<file path="src/rtl/rvtrap_pkg.sv">
// Shared types and constants for the RISC-V trap and interrupt unit.
// Used by every module of the block; depends on nothing.
`default_nettype none

package rvtrap_pkg;

    // Operation selected by each input beat.
    typedef enum logic [1:0] {
        MODE_EXC   = 2'd0,
        MODE_POLL  = 2'd1,
        MODE_RAISE = 2'd2,
        MODE_CLEAR = 2'd3
    } mode_t;

    // Configuration register indexes.
    typedef enum logic [2:0] {
        CFG_EXC_DELEG  = 3'd0,
        CFG_INTR_DELEG = 3'd1,
        CFG_INTR_EN    = 3'd2,
        CFG_M_VEC      = 3'd3,
        CFG_S_VEC      = 3'd4
    } cfg_idx_t;

    localparam int unsigned CFG_IDX_W = 3;
    localparam int unsigned CFG_DATA_W = 64;
    localparam int unsigned XLEN = 64;
    localparam int unsigned IRQ_W = 12;
    localparam int unsigned NUM_IRQ_PRIO = 6;

    // Privilege levels.
    localparam logic [1:0] LVL_U = 2'd0;
    localparam logic [1:0] LVL_S = 2'd1;
    localparam logic [1:0] LVL_M = 2'd3;

    // The machine timer interrupt can never be delegated.
    localparam logic [IRQ_W-1:0] TIMER_M_MASK = 12'h080;

    // Interrupt codes from highest to lowest priority: MEI, MSI, MTI, SEI, SSI, STI.
    localparam logic [3:0] IRQ_ORDER [NUM_IRQ_PRIO] = '{4'd11, 4'd3, 4'd7, 4'd9, 4'd1, 4'd5};

    typedef struct packed {
        logic       spp;
        logic       spie;
        logic       sie;
        logic [1:0] mpp;
        logic       mpie;
        logic       mie;
    } status_t;

    typedef struct packed {
        logic [15:0]      exc_delegate;
        logic [IRQ_W-1:0] intr_delegate;
        logic [IRQ_W-1:0] intr_enable;
        logic [XLEN-1:0]  m_vector;
        logic [XLEN-1:0]  s_vector;
    } trap_cfg_t;

    typedef struct packed {
        logic [1:0]       current_level;
        status_t          status_bits;
        logic [XLEN-1:0]  machine_epc;
        logic [XLEN-1:0]  super_epc;
        logic [4:0]       machine_cause;
        logic [4:0]       super_cause;
        logic [XLEN-1:0]  machine_tval;
        logic [XLEN-1:0]  super_tval;
        logic [IRQ_W-1:0] pending_bits;
    } trap_state_t;

    typedef struct packed {
        mode_t            mode;
        logic [3:0]       cause;
        logic [XLEN-1:0]  trap_value;
        logic [XLEN-1:0]  current_pc;
        logic [IRQ_W-1:0] line_bits;
        logic             line_level;
    } trap_in_t;

    typedef struct packed {
        logic             trap_taken;
        logic [XLEN-1:0]  next_pc;
        logic [1:0]       new_level;
        logic [3:0]       taken_cause;
        logic             taken_is_interrupt;
        logic [IRQ_W-1:0] pending_now;
    } trap_out_t;

    // Result of a priority search over a set of interrupts.
    typedef struct packed {
        logic       hit;
        logic [3:0] code;
    } irq_pick_t;

endpackage

`default_nettype wire

</file>
<file path="src/rtl/rvtrap_irq_sel.sv">
// Fixed-priority selector over the standard interrupt codes.
// Depends on rvtrap_pkg.
`default_nettype none

module rvtrap_irq_sel (
    input  wire logic [rvtrap_pkg::IRQ_W-1:0] irq_set,
    output rvtrap_pkg::irq_pick_t             pick
);

    // Walk from lowest to highest priority so that the highest one present wins.
    always_comb begin
        pick = '0;
        for (int i = rvtrap_pkg::NUM_IRQ_PRIO - 1; i >= 0; i--) begin
            if (irq_set[rvtrap_pkg::IRQ_ORDER[i]]) begin
                pick.hit  = 1'b1;
                pick.code = rvtrap_pkg::IRQ_ORDER[i];
            end
        end
    end

endmodule

`default_nettype wire

</file>
<file path="src/rtl/rvtrap_core.sv">
// Combinational trap logic: exception entry, interrupt poll, pending updates.
// Depends on rvtrap_pkg and rvtrap_irq_sel.
`default_nettype none

module rvtrap_core (
    input  wire rvtrap_pkg::trap_cfg_t   cfg,
    input  wire rvtrap_pkg::trap_state_t st,
    input  wire rvtrap_pkg::trap_in_t    item,
    output rvtrap_pkg::trap_state_t      st_next,
    output rvtrap_pkg::trap_out_t        result
);

    logic [1:0]                     lvl;
    logic                           below_m;
    logic [rvtrap_pkg::IRQ_W-1:0]   irq_deleg;
    logic [rvtrap_pkg::IRQ_W-1:0]   ready_set;
    logic                           m_on;
    logic                           s_on;
    rvtrap_pkg::irq_pick_t          m_pick;
    rvtrap_pkg::irq_pick_t          s_pick;
    logic                           m_wins;
    logic [rvtrap_pkg::IRQ_W-1:0]   line_set;
    logic                           take;
    logic                           to_super;
    logic                           is_irq;
    logic [3:0]                     code;
    logic [rvtrap_pkg::XLEN-1:0]    vec;
    logic [rvtrap_pkg::XLEN-1:0]    offset;
    logic [rvtrap_pkg::XLEN-1:0]    handler;

    assign lvl       = st.current_level;
    assign below_m   = (lvl != rvtrap_pkg::LVL_M);
    assign irq_deleg = cfg.intr_delegate & ~rvtrap_pkg::TIMER_M_MASK;
    assign ready_set = st.pending_bits & cfg.intr_enable;

    // Below machine level machine interrupts are always enabled; supervisor
    // interrupts are never taken at machine level.
    assign m_on = below_m || st.status_bits.mie;
    assign s_on = (lvl == rvtrap_pkg::LVL_U)
               || ((lvl == rvtrap_pkg::LVL_S) && st.status_bits.sie);

    rvtrap_irq_sel u_m_sel (
        .irq_set (ready_set & ~irq_deleg),
        .pick    (m_pick)
    );

    rvtrap_irq_sel u_s_sel (
        .irq_set (ready_set & irq_deleg),
        .pick    (s_pick)
    );

    assign m_wins   = m_on && m_pick.hit;
    assign line_set = item.line_level ? item.line_bits : (item.line_bits & cfg.intr_delegate);

    always_comb begin
        take     = 1'b0;
        to_super = 1'b0;
        is_irq   = 1'b0;
        code     = '0;
        st_next  = st;
        case (item.mode)
            rvtrap_pkg::MODE_EXC: begin
                take     = 1'b1;
                to_super = cfg.exc_delegate[item.cause] && below_m;
                code     = item.cause;
            end
            rvtrap_pkg::MODE_POLL: begin
                take     = m_wins || (s_on && s_pick.hit);
                to_super = !m_wins;
                is_irq   = 1'b1;
                code     = m_wins ? m_pick.code : s_pick.code;
            end
            rvtrap_pkg::MODE_RAISE: begin
                st_next.pending_bits = st.pending_bits | line_set;
            end
            rvtrap_pkg::MODE_CLEAR: begin
                st_next.pending_bits = st.pending_bits & ~line_set;
            end
            default: begin
                st_next = st;
            end
        endcase

        vec     = to_super ? cfg.s_vector : cfg.m_vector;
        offset  = (is_irq && vec[0]) ? {{(rvtrap_pkg::XLEN-6){1'b0}}, code, 2'b00} : '0;
        handler = {vec[rvtrap_pkg::XLEN-1:2], 2'b00} + offset;

        if (take) begin
            if (to_super) begin
                st_next.current_level    = rvtrap_pkg::LVL_S;
                st_next.super_epc        = item.current_pc;
                st_next.super_cause      = {is_irq, code};
                if (!is_irq) begin
                    st_next.super_tval = item.trap_value;
                end
                st_next.status_bits.spie = st.status_bits.sie;
                st_next.status_bits.sie  = 1'b0;
                st_next.status_bits.spp  = lvl[0];
            end else begin
                st_next.current_level    = rvtrap_pkg::LVL_M;
                st_next.machine_epc      = item.current_pc;
                st_next.machine_cause    = {is_irq, code};
                if (!is_irq) begin
                    st_next.machine_tval = item.trap_value;
                end
                st_next.status_bits.mpie = st.status_bits.mie;
                st_next.status_bits.mie  = 1'b0;
                st_next.status_bits.mpp  = lvl;
            end
        end
    end

    assign result.trap_taken         = take;
    assign result.next_pc            = take ? handler : '0;
    assign result.new_level          = st_next.current_level;
    assign result.taken_cause        = take ? code : '0;
    assign result.taken_is_interrupt = take && is_irq;
    assign result.pending_now        = st_next.pending_bits;

endmodule

`default_nettype wire

</file>
<file path="src/rtl/riscv_trap_and_interrupt_unit.sv">
// Top level of the RISC-V machine/supervisor trap and interrupt unit.
// Depends on rvtrap_pkg and rvtrap_core.
//
//   Channel   Ports                     Handshake        Beat
//   input     s_valid s_ready s_data    valid/ready      one trap_in_t
//   result    m_valid m_ready m_data    valid/ready      one trap_out_t
//   config    cfg_we cfg_index cfg_wdata  write enable   one register write
//
// Each beat passes through the input register and then the result register, and
// one beat is taken every cycle while the result is not stalled.
// The trap state is updated as a beat moves into the result register, so the
// following beat already sees it. aresetn is synchronous and active low and
// clears all state and configuration. A stalled result holds the input
// register, and s_ready drops only when both registers are full.
`default_nettype none

module riscv_trap_and_interrupt_unit (
    input  wire logic                              aclk,
    input  wire logic                              aresetn,
    input  wire logic                              cfg_we,
    input  wire logic [rvtrap_pkg::CFG_IDX_W-1:0]  cfg_index,
    input  wire logic [rvtrap_pkg::CFG_DATA_W-1:0] cfg_wdata,
    input  wire logic                              s_valid,
    output logic                                   s_ready,
    input  wire rvtrap_pkg::trap_in_t              s_data,
    output logic                                   m_valid,
    input  wire logic                              m_ready,
    output rvtrap_pkg::trap_out_t                  m_data
);

    // The hart comes out of reset in machine mode with everything else cleared.
    localparam rvtrap_pkg::trap_state_t STATE_RESET =
        '{current_level: rvtrap_pkg::LVL_M, default: '0};

    rvtrap_pkg::trap_cfg_t   cfg_reg;
    rvtrap_pkg::trap_state_t state_reg;
    rvtrap_pkg::trap_state_t state_next;
    logic                    in_vld_reg;
    rvtrap_pkg::trap_in_t    in_data_reg;
    logic                    out_vld_reg;
    rvtrap_pkg::trap_out_t   out_data_reg;
    rvtrap_pkg::trap_out_t   result;
    logic                    advance;

    assign advance = in_vld_reg && (!out_vld_reg || m_ready);
    assign s_ready = !in_vld_reg || advance;
    assign m_valid = out_vld_reg;
    assign m_data  = out_data_reg;

    always_ff @(posedge aclk) begin
        if (!aresetn) begin
            cfg_reg <= '0;
        end else if (cfg_we) begin
            case (cfg_index)
                rvtrap_pkg::CFG_EXC_DELEG:  cfg_reg.exc_delegate  <= cfg_wdata[15:0];
                rvtrap_pkg::CFG_INTR_DELEG: cfg_reg.intr_delegate <= cfg_wdata[rvtrap_pkg::IRQ_W-1:0];
                rvtrap_pkg::CFG_INTR_EN:    cfg_reg.intr_enable   <= cfg_wdata[rvtrap_pkg::IRQ_W-1:0];
                rvtrap_pkg::CFG_M_VEC:      cfg_reg.m_vector      <= cfg_wdata;
                rvtrap_pkg::CFG_S_VEC:      cfg_reg.s_vector      <= cfg_wdata;
                default: begin
                    cfg_reg <= cfg_reg;
                end
            endcase
        end
    end

    rvtrap_core u_core (
        .cfg     (cfg_reg),
        .st      (state_reg),
        .item    (in_data_reg),
        .st_next (state_next),
        .result  (result)
    );

    always_ff @(posedge aclk) begin
        if (!aresetn) begin
            state_reg <= STATE_RESET;
        end else if (advance) begin
            state_reg <= state_next;
        end
    end

    always_ff @(posedge aclk) begin
        if (!aresetn) begin
            in_vld_reg <= 1'b0;
        end else if (s_ready) begin
            in_vld_reg <= s_valid;
        end
    end

    always_ff @(posedge aclk) begin
        if (s_ready && s_valid) begin
            in_data_reg <= s_data;
        end
    end

    always_ff @(posedge aclk) begin
        if (!aresetn) begin
            out_vld_reg <= 1'b0;
        end else if (advance) begin
            out_vld_reg <= 1'b1;
        end else if (m_ready) begin
            out_vld_reg <= 1'b0;
        end
    end

    always_ff @(posedge aclk) begin
        if (advance) begin
            out_data_reg <= result;
        end
    end

endmodule

`default_nettype wire

</file>
<file path="config.mk">
export PLATFORM = sky130hd
export DESIGN_NAME = riscv_trap_and_interrupt_unit
export DESIGN_NICKNAME = d
export VERILOG_FILES = /design/src/rtl/rvtrap_pkg.sv /design/src/rtl/rvtrap_irq_sel.sv /design/src/rtl/rvtrap_core.sv /design/src/rtl/riscv_trap_and_interrupt_unit.sv
export SDC_FILE = /design/constraint.sdc
export NUM_CORES = 1
export LEC_CHECK = 0
export BUFFER_PORTS_ARGS = -buffer_cell sky130_fd_sc_hd__buf_2
export CAP_MARGIN = 20
export CORE_ASPECT_RATIO = 0.5
export CORE_UTILIZATION = 45
export CTS_BUF_LIST = sky130_fd_sc_hd__clkbuf_16
export CTS_CLUSTER_DIAMETER = 120
export DETAILED_ROUTE_END_ITERATION = 10
export PLACE_DENSITY_LB_ADDON = 0.08
export SLEW_MARGIN = 20
export SYNTH_ARGS = -nofsm -noshare
export SYNTH_HDL_FRONTEND = slang
export SYNTH_SLANG_ARGS = --single-unit
</file>
<file path="constraint.sdc">
create_clock -name aclk -period 6.2 [get_ports aclk]
set_clock_uncertainty 0.15 [all_clocks]
set_input_delay 0.31 -clock aclk [delete_from_list [all_inputs] [get_ports aclk]]
set_output_delay 0.31 -clock aclk [all_outputs]
set_load 0.02 [all_outputs]
</file>
# After elaboration in Yosys (flattened, before gate mapping)
# Index checks and enable logic that the tools add are counted.
[word_totals]
reg_bits = 684
memories = 0
input_bits = 219
rom_bits = 0
latchBits = 0
ram_bits = 0
word_cells = 111
out_inout_bits = 86
[op_classes]
n_lt_le_gt_ge = 1
n_div = 0
n_shift = 0
mux = 36
addsub = 1
n_bitwise = 10
reduce_logical = 26
n_mul = 0
eq_ne = 8
[op_table]
columns = ["cell", "count"]
rows = [
  ["$mux 64", 6],
  ["$mux 275", 1],
  ["$mux 5", 14],
  ["$mux 68", 1],
  ["$add 64x64->64", 1],
  ["$and 12x12->12", 5],
  ["$not 12->12", 2],
  ["$pmux 12 s2", 1],
  ["$mux 12", 1],
  ["$or 12x12->12", 1],
  ["$reduce_and 2->1", 5],
  ["$pmux 4 s2", 1],
  ["$reduce_and 4->1", 2],
  ["$logic_and 1x1->1", 7],
  ["$eq 3x2->1 const B", 2],
  ["$mux 6", 1],
  ["$reduce_and 3->1", 2],
  ["$lt 4x5->1 const B", 1],
  ["$bmux 1 s4", 1],
  ["$eq 2x2->1 const B", 2],
  ["$logic_not 2->1", 2],
  ["$mux 1", 4],
  ["$mux 4", 1],
  ["$pmux 1 s2", 2],
  ["other kinds (11)", 16],
]

# Logic depth before layout (Yosys ltp)
[logic_depth]
depth_word = 15
mapped_depth = 20
mapped_depth_nobuf = 15

# Hierarchy
# From an unflattened synthesis, not the netlist that was laid out.
[hier_totals]
hier_cells = 3273
area_unflattened_um2 = 31581.5
[by_module_without_submodules]
columns = ["module", "cells_per_inst", "n_inst", "seq_area_each_um2", "area_per_inst_um2"]
rows = [
  ["riscv_trap_and_interrupt_unit", 2120, 1, 16085.4, 23907.9],
  ["rvtrap_core", 1137, 1, 0.0, 7556.0],
  ["rvtrap_irq_sel", 8, 2, 0.0, 58.8],
]

# Least setup slack after synthesis
# Ideal clock, no wire load.
[synth_timing]
path_type = "reg2reg"
from = "register in_data_reg[141] (netlist bit)"
to = "register out_data_reg, in the netlist m_data[75], data pin"
n_path_buf = 5
setup_time_ps = 254
stages_incl_launch_ff = 21
slack_ps = 1633
t_required_ps = 5796
synth_period_minus_slack_ps = 4567
t_arrival_ps = 4163
path_cell_list = "edfxtp_1 -> buf_6 -> mux4_2 -> inv_2 -> a2111oi_4 -> a211o_4 -> buf_6 -> buf_2 -> buf_1 -> nand2_1 -> nand2_1 -> ha_1 -> fa_1 -> a21o_1 -> a21o_1 -> clkbuf_1 -> nand2_1 -> or4b_1 -> mux2i_1 -> a21oi_1 -> o21a_1"
[synth_via]
elab_chain_len = 8
word_cells_on_any_way = 9
cone_classes = "add/sub (1); mux (6); reduce/logical (2)"
[synth_rtl]
columns = ["item", "line", "text"]
rows = [
  ["from (decl)", "riscv_trap_and_interrupt_unit.sv:39", "rvtrap_pkg::trap_in_t in_data_reg;"],
  ["from (signal assigned)", "riscv_trap_and_interrupt_unit.sv:93", "in_data_reg <= s_data;"],
  ["$bmux 1 s4", "rvtrap_core.sv:64", "to_super = cfg.exc_delegate[item.cause] && below_m;"],
  ["$mux 1 (not written as such)", "rvtrap_core.sv:64", ""],
  ["$logic_and 1x1->1", "rvtrap_core.sv:64", ""],
  ["$pmux 1 s2", "rvtrap_core.sv:61", "case (item.mode)"],
  ["$mux 64", "rvtrap_core.sv:84", "vec = to_super ? cfg.s_vector : cfg.m_vector;"],
  ["$logic_and 1x1->1", "rvtrap_core.sv:85", "offset = (is_irq && vec[0]) ? {{(rvtrap_pkg::XLEN-6){1'b0}}, code, 2'b00} : '0;"],
  ["$mux 6", "rvtrap_core.sv:85", ""],
  ["$add 64x64->64 (*)", "rvtrap_core.sv:86", "handler = {vec[rvtrap_pkg::XLEN-1:2], 2'b00} + offset;"],
  ["to (signal assigned)", "riscv_trap_and_interrupt_unit.sv:109", "out_data_reg <= result;"],
  ["to (decl)", "riscv_trap_and_interrupt_unit.sv:41", "rvtrap_pkg::trap_out_t out_data_reg;"],
]
# Every way passes the cells marked *; elsewhere a longest branch is shown, timed or not. The select of a mux whose other input is x is not followed.
# A chain may end at the register's enable or synchronous reset.

# Worst setup path in the final report
[layout_timing]
from = "register in_data_reg[141] (netlist bit)"
to = "register out_data_reg, in the netlist m_data[81], data pin"
# The elaborated chain is that of the path after synthesis.

==> flow_summary.json <==
{
  "outcome": "completed",
  "cap_violations": 0,
  "fin_util": 0.551,
  "p_leak_nw": 5.83,
  "largest_reg_flops": 160,
  "worstHoldPathType": "primary input to register",
  "hpwl_um": 24700,
  "start_kind": "register",
  "hold_viol_final": 0,
  "synth_edf_count": 101,
  "fmax_mhz": 194,
  "seq_area_frac_synth": 0.471,
  "drt-total-wl_um": 38400,
  "synth_top_cell_by_area": "dfxtp_1",
  "ir_worst_vdd_mv": 0.174,
  "synth_area_um2": 13900,
  "post-place-ws_ns": 1.06,
  "grt_pass1_wl_um": 60800,
  "fin_ws_ns": 1.03,
  "synthTopCellsByArea": "dfxtp_1, edfxtp_1, nand2_1, a21boi_0, mux2i_1",
  "die_x_um": 251,
  "area_delta_synth_final_pct": 20.3,
  "synth.avg_cell_area_um2": 9.14,
  "worstPathMaxFanout": 10,
  "drive_gt1_frac": 0.153,
  "dpl_cell_area_um2": 15000,
  "ys_ff_latch": 277,
  "cts_hold_buffers": 86,
  "start_util": 0.458,
  "synthCells": 1522,
  "synth_commonest_cells": "nand2_1, dfxtp_1, a21boi_0, edfxtp_1, clkbuf_1",
  "cts_sinks": 277,
  "io_buffer_count": 174,
  "drc": 0,
  "grt_util_all_layers": 0.239,
  "path_class": "register to register",
  "gp_congestion": 0.875,
  "fin_area_um2": 16700,
  "via_per_inst": 5.48,
  "p_total_mw": 3.96,
  "slew_viol_final": 0,
  "synth_cell_types": 71,
  "fin_crit_ns": 5.17,
  "first_pass_iters": 5,
  "layout.nets": 1959,
  "grt_setup_unrepaired": "no",
  "tns_ns": 0,
  "cts_tree": "built",
  "synth.most_common_cell": "nand2_1",
  "ys.warnings.count": 0,
  "drtAntennaViolNets": 0,
  "avgRoutedWirePerCell_um": 17.8,
  "dominantRegCellSynth": "dfxtp_1",
  "ys_async_sr_fraction": 0,
  "clk_latency_ns": 0.56,
  "crit_arrival_ns": 5.36,
  "die_h_um": 126,
  "io_pins": 305,
  "cts-root-buf": "clkbuf_16",
  "tightest_slew_ns": 1.01,
  "grt-ovfl-total": 0,
  "clockBufferDepth": 3,
  "rows": 45,
  "synthDominantCellAreaShare": 0.253,
  "die-area_um2": 31700,
  "critPathRequiredTime_ns": 6.39,
  "grt_pass1_vias": 11400,
  "fin_crit_sh": 0.833,
  "drtIter0Drc": 852,
  "finalSetupViolations": 0,
  "antenna_found_initial": 0,
  "grt_max_degree": 92,
  "vias": 11800,
  "htreeDepth": 1,
  "cts-buffers-inserted": 27,
  "clkTransAtPathRegs_ns": 0.06,
  "power_density_nw_per_um2": 237,
  "max_slew_margin": 0.327,
  "critPathCaptureType": "register",
  "cts_resized": 0,
  "core_um2": 30300,
  "cts_setup_buffers": 0
}
[cells in the final DEF (no fill, tap or decap), types with 8 or more instances in the layout]
cell type and count:
xor2_1 13, o21a_1 11, buf_2 173, clkbuf_16 27, or2_0 8, nor3_1 32
o21ai_0 17, a21oi_1 20, nor2_1 44, a211oi_1 9, nor2b_1 16, clkinv_1 8
o211ai_1 16, dfxtp_1 176, mux2_2 19, a21boi_0 167, xnor2_1 22, and2_1 11
mux2_1 17, and4_1 8, nand4_1 36, mux2i_1 66, nand3_1 59, nand2_1 427
nor3b_1 8, buf_4 13, inv_1 17, dlygate4sd3_1 86, edfxtp_1 101, and3_1 24
[where the power goes]
| group | internal, mW | switching, mW | leakage (nW) |
|---|---|---|---|
| Sequential | 1.94 | 0.0408 | 2.38 |
| Combinational | 0.137 | 0.196 | 3.01 |
| Clock | 0.919 | 0.734 | 0.442 |
| Total | 2.99 | 0.971 | 5.83 |
[worst paths after layout]
kind	startpoint	to	slack [ns]	depth (start not counted)
hold reg to reg	cfg_reg[162]	cfg_reg[162]	0.31	2
hold / removal	aresetn	state_reg[286]	0.19	2
setup reg to reg	in_data_reg[141]	m_data[81]	1.03	15
setup / recovery	in_data_reg[141]	m_data[81]	1.03	15
[metrics by stage]
| stage | hold WS [ns] | instances |
|---|---|---|
| finish | 0.186 | 2156 |
| detailed placement | 0.305 | 2019 |
| global route | 0.200 | 2155 |
| CTS | 0.158 | 2155 |
| floorplan | 0.259 | 1523 |
| global placement | 0.302 | 2019 |
[logic make-up (layout without fill, tap and decap cells)]
| kind of cell | count (synthesis) | count (layout) | synth area share |
|---|---|---|---|
| buffers and inverters | 104 | 337 | 0.0336 |
| adders and majority gates | 5 | 5 | 0.00504 |
| and+or+nand+nor | 705 | 705 | 0.229 |
| AOI/OAI and AO/OA | 288 | 288 | 0.156 |
| muxes | 107 | 107 | 0.0830 |
| other | 1 | 3 | 0.000270 |
| xor gates and xnor gates | 35 | 35 | 0.0220 |
| DFF | 277 | 277 | 0.471 |
[cell type report]
cell class | instances | area (um2)
tap | 399 | 499
clock inverter | 23 | 191
sequential | 277 | 6560
multi-input combinational | 1142 | 6920
timing repair buffer | 272 | 1820
fill | 2769 | 13600
clock buffer | 27 | 676
antenna | 1 | 2.50
inverter | 15 | 58.8
[routing by layer]
layer | up-vias | track usage | wire length [um] | share of wire
li1 | 5795 | - | - | -
met1 | 5687 | 0.328 | 18100 | 0.47
met2 | 275 | 0.404 | 17800 | 0.46
met3 | 54 | 0.0341 | 1740 | 0.045
met4 | 0 | 0.0516 | 696 | 0.018
met5 | - | 0 | 0 | 0
[critical path, cell delays in order, from the launching register on]
cell and delay (ns):
edfxtp_1 0.60, mux4_2 0.56, nor2b_1 0.13, nor3_1 0.11, a211oi_4 0.34, mux2i_1 0.18, nor4b_1 0.41, ha_1 0.27
fa_1 0.23, a21o_1 0.15, a21oi_1 0.15, nor4_2 0.66, and4bb_2 0.35, nand3_1 0.10, a211oi_2 0.23, mux2i_1 0.34
Note: power is estimated with default switching activity, not from simulation.
